$ cat src/rtl/core/bst_pkg.sv
// ----------------------------------------------------------------------------
// bst_pkg
// Shared constants and controller/datapath handshake types for the
// binary search table.
// ----------------------------------------------------------------------------
`timescale 1ns / 1ps
`default_nettype none

package bst_pkg;

  localparam int TABLE_DEPTH_DEF = 1024;
  localparam int DATA_W          = 32;
  localparam int IDX_W           = 10;
  localparam int LAST_W          = 11;

  localparam logic FUNC_WRITE  = 1'b0;
  localparam logic FUNC_SEARCH = 1'b1;

  typedef struct packed {
    logic wr;     // store entry from input transaction
    logic load;   // capture key and clamped range
    logic issue;  // launch table read at midpoint
    logic step;   // narrow range from compare result
    logic hit;    // record match at current midpoint
    logic miss;   // record not-found result
    logic emit;   // move result into output register
  } bst_cmd_t;

  typedef struct packed {
    logic range_ok;  // first <= last for loaded range
    logic match;     // table entry equals key
    logic next_ok;   // narrowed range still non-empty
    logic out_free;  // output register can take a result
  } bst_sts_t;

endpackage

`default_nettype wire

$ cat src/rtl/core/bst_ctrl.sv
// ----------------------------------------------------------------------------
// bst_ctrl
// Sequencer for table writes and probe-per-cycle binary search.
// ----------------------------------------------------------------------------
`timescale 1ns / 1ps
`default_nettype none

module bst_ctrl (
  input  wire logic              clk,
  input  wire logic              rst_n,
  input  wire logic              in_valid,
  input  wire logic              in_func,
  output logic                   in_ready,
  input  wire bst_pkg::bst_sts_t sts,
  output bst_pkg::bst_cmd_t      cmd
);

  import bst_pkg::*;

  typedef enum logic [1:0] {
    ST_IDLE,
    ST_START,
    ST_SCAN,
    ST_RESULT
  } state_t;

  state_t state_r;
  state_t state_nxt;
  logic   accept;

  assign in_ready = (state_r == ST_IDLE);
  assign accept   = in_valid && in_ready;

  always_comb begin
    state_nxt = state_r;
    cmd       = '0;
    case (state_r)
      ST_IDLE: begin
        if (accept) begin
          if (in_func == FUNC_SEARCH) begin
            cmd.load  = 1'b1;
            state_nxt = ST_START;
          end else begin
            cmd.wr = 1'b1;
          end
        end
      end
      ST_START: begin
        if (sts.range_ok) begin
          cmd.issue = 1'b1;
          state_nxt = ST_SCAN;
        end else begin
          cmd.miss  = 1'b1;
          state_nxt = ST_RESULT;
        end
      end
      ST_SCAN: begin
        if (sts.match) begin
          cmd.hit   = 1'b1;
          state_nxt = ST_RESULT;
        end else begin
          cmd.step = 1'b1;
          if (sts.next_ok) begin
            cmd.issue = 1'b1;
          end else begin
            cmd.miss  = 1'b1;
            state_nxt = ST_RESULT;
          end
        end
      end
      ST_RESULT: begin
        if (sts.out_free) begin
          cmd.emit  = 1'b1;
          state_nxt = ST_IDLE;
        end
      end
      default: begin
        state_nxt = ST_IDLE;
      end
    endcase
  end

  always_ff @(posedge clk) begin
    if (!rst_n) begin
      state_r <= ST_IDLE;
    end else begin
      state_r <= state_nxt;
    end
  end

endmodule

`default_nettype wire

$ cat config.mk
export PLATFORM = sky130hd
export DESIGN_NAME = bst_ctrl
export DESIGN_NICKNAME = d
export VERILOG_FILES = /design/src/rtl/core/bst_pkg.sv /design/src/rtl/core/bst_ctrl.sv
export SDC_FILE = /design/constraint.sdc
export NUM_CORES = 1
export LEC_CHECK = 0
export BUFFER_PORTS_ARGS = -buffer_cell sky130_fd_sc_hd__buf_2
export CAP_MARGIN = 20
export CORE_AREA = 8 8 45 47
export CTS_CLUSTER_SIZE = 40
export DETAILED_ROUTE_END_ITERATION = 12
export DIE_AREA = 0 0 53 55
export PLACE_DENSITY = 0.51
export RECOVER_POWER = 50
export SLEW_MARGIN = 15
export SYNTH_ARGS = -nofsm -noshare
export SYNTH_HDL_FRONTEND = slang
export SYNTH_SLANG_ARGS = --single-unit
$ cat constraint.sdc
create_clock -name clk -period 2.2 [get_ports clk]
set_input_delay 0.11 -clock clk [delete_from_list [all_inputs] [get_ports clk]]
set_output_delay 0.11 -clock clk [all_outputs]
set_load 0.1 [all_outputs]
==> results.md <==
* Outcome: completed
* Largest register FFs at 2
* Cells after Synth at 31
* Die height at 55 um
* Synthesis-to-layout area growth at 51.7%
* Number of port buffers at 15
* RSZ-0062 raised after global routing: false
* Slew Viols, Final at 0
* Area leader, netlist: ha_1
* Drt pass-1 iters at 4
* Vias in the first global route at 258
* Vias/cell at 4.31
* Hold-fix buffers, CTS at 0
* Clock slew at reported path FFs at 30 ps
* Worst-Skew Late Latency at 220 ps
* All-Layer GR Usage at 5.02%
* # Max-Cap Violations at 0
* Final setup viols at 0
* Core ar. at 0.00138 sq mm
* Design area at 389 sq um
* Hold Path Class: in2reg
* Number of fill cells at 150
* CTS sink count at 2
* Post-Route WL at 699 um
* DRC violations left at 0
* First-pass GRT wire length at 1.04 mm
* FF+latch count, synth at 2
* CTS tree: yes
* Netlist cell types at 17
* Core Util, Final at 28.1%
* Achievable frequency at 530 MHz
* Initial core utilization at 18.5%
* Slew @ Worst Pin at 1170 ps
* Largest regs: state_r: 2 flops
* WP data required at 2090 ps
* Nets at 64
* Core Rows at 14
* Register area share after synthesis at 15.6%
* # IOs at 16
* DR iter-0 viols at 4
* Area of the mapped netlist at 256 sq um
* Antenna viol nets, final at 0
* Ant. Diodes at 0
* Max clock buf depth at 2
* Avg Synthesized Cell Area at 8.27 sq um
* Per-cell routed wire length at 10.8 um
* CTS root buffer: clkbuf_4
* Slew HR at 22.3%
* Final clock period utilization by the worst path at 85.8%
* Synth Net Count at 44
* Post-synth top area share at 24.4%
* Cts repair resizes at 0
* Setup crit start kind: register
* Post-synth ARST share at 0%
* Crit Path Max Fanout at 6
* Final hold violations at 0
* Worst Setup End Kind: output port
* Die X at 53 um
* Gpl congestion at 0.736
* Largest net degree at the start of global routing at 7
* Ys Warns at 0
* Initial antenna violation count at 0
* Share of layout cells above drive strength 1 at 44.9%
* Gr ovfl total at 0
* Placement Cell Area at 368 sq um
* Via count at 280
* Setup_tns at 0 ps
* Critical Path AT at 1780 ps
* Synth top area cells: ha_1 24%, dfxtp_1 16%, nor2b_1 9.8%
* Top_reg_cell synth: dfxtp_1
* Reg area at 40.0 sq um
* Multi-input gate area at 221 sq um
* Detailed placement HPWL at 589 um
* WS Path Type: reg2out
* Reg with most FFs: state_r
* Post-synth EDFFs at 0
* TritonCTS Buffers at 3
* Post-CTS Setup Inserts at 0
* Min Tclk post-route at 1890 ps
* H-tree Lvls at 1
* Skew final at 3.99 ps
* Die area at 0.00292 sq mm
## layer usage
| layer | GRT usage [%] | vias up | share of wire [%] |
|---|---|---|---|
| li1 | - | 144 | - |
| met1 | 5.30 | 119 | 41 |
| met2 | 6.64 | 15 | 37 |
| met3 | 2.14 | 2 | 20 |
| met4 | 6.47 | 0 | 1.3 |
| met5 | 0 | - | 0 |
## stage by stage
stage / hold slack [ps] / instances / setup slack, ps
after floorplan: 257 / 31 / 17.9
after global placement: 432 / 62 / 528
after global routing: 214 / 65 / 199
after CTS: 176 / 65 / 376
after detailed placement: 419 / 62 / 478
final: 181 / 65 / 313
## cells in the mapped netlist, types with 2 or more instances
cell type / n
dfxtp_1: 2
ha_1: 5
inv_1: 2
mux2i_1: 2
nand2_1: 5
nor2b_1: 4
## path summary, 6_finish.rpt
path | startpoint | to | slack, ps | depth (start not counted)
worst min register to register | state_r[1]$_SDFFE_PN0P_ | state_r[1]$_SDFFE_PN0P_ | 530 | 2
worst max register to register | state_r[0]$_SDFFE_PN0P_ | state_r[1]$_SDFFE_PN0P_ | 490 | 5
worst max-delay path | state_r[0]$_SDFFE_PN0P_ | in_ready | 310 | 3
worst min-delay path | rst_n | state_r[0]$_SDFFE_PN0P_ | 180 | 3
## worst max-delay path, cell delays in order (launching register included)
cell	delay, ps
dfxtp_1	340
inv_1	120
ha_1	210
clkbuf_1	880
## area by class of cell
| type | instances | share of cell area (%) |
|---|---|---|
| multi-input combinational | 26 | 56.9 |
| timing repair buffer | 15 | 19.0 |
| sequential | 2 | 10.3 |
| clock buffer | 3 | 5.79 |
| tap | 16 | 5.14 |
| inverter | 3 | 2.89 |
## placed cells by master (no fill, tap or decap), types with 2 or more instances in the layout
master	synthesis	layout
inv_1	2	2
mux2i_1	2	2
clkbuf_2	0	4
nand2_1	5	5
buf_2	0	10
nor2b_4	1	2
ha_1	5	5
nor2b_1	4	3
dfxtp_1	2	2
clkbuf_4	0	3
## cells by family after synthesis
logic type	Yosys count	synth area share, %
DFF	2	15.6
muxes	2	7.81
buffers and inverters	3	4.39
adders and majority gates	5	24.4
AOI/OAI and AO/OA	4	12.7
and+or+nand+nor	15	35.1
Power is not shown: default switching activity piles up to over one toggle a cycle in this logic, so the estimate is an artifact.
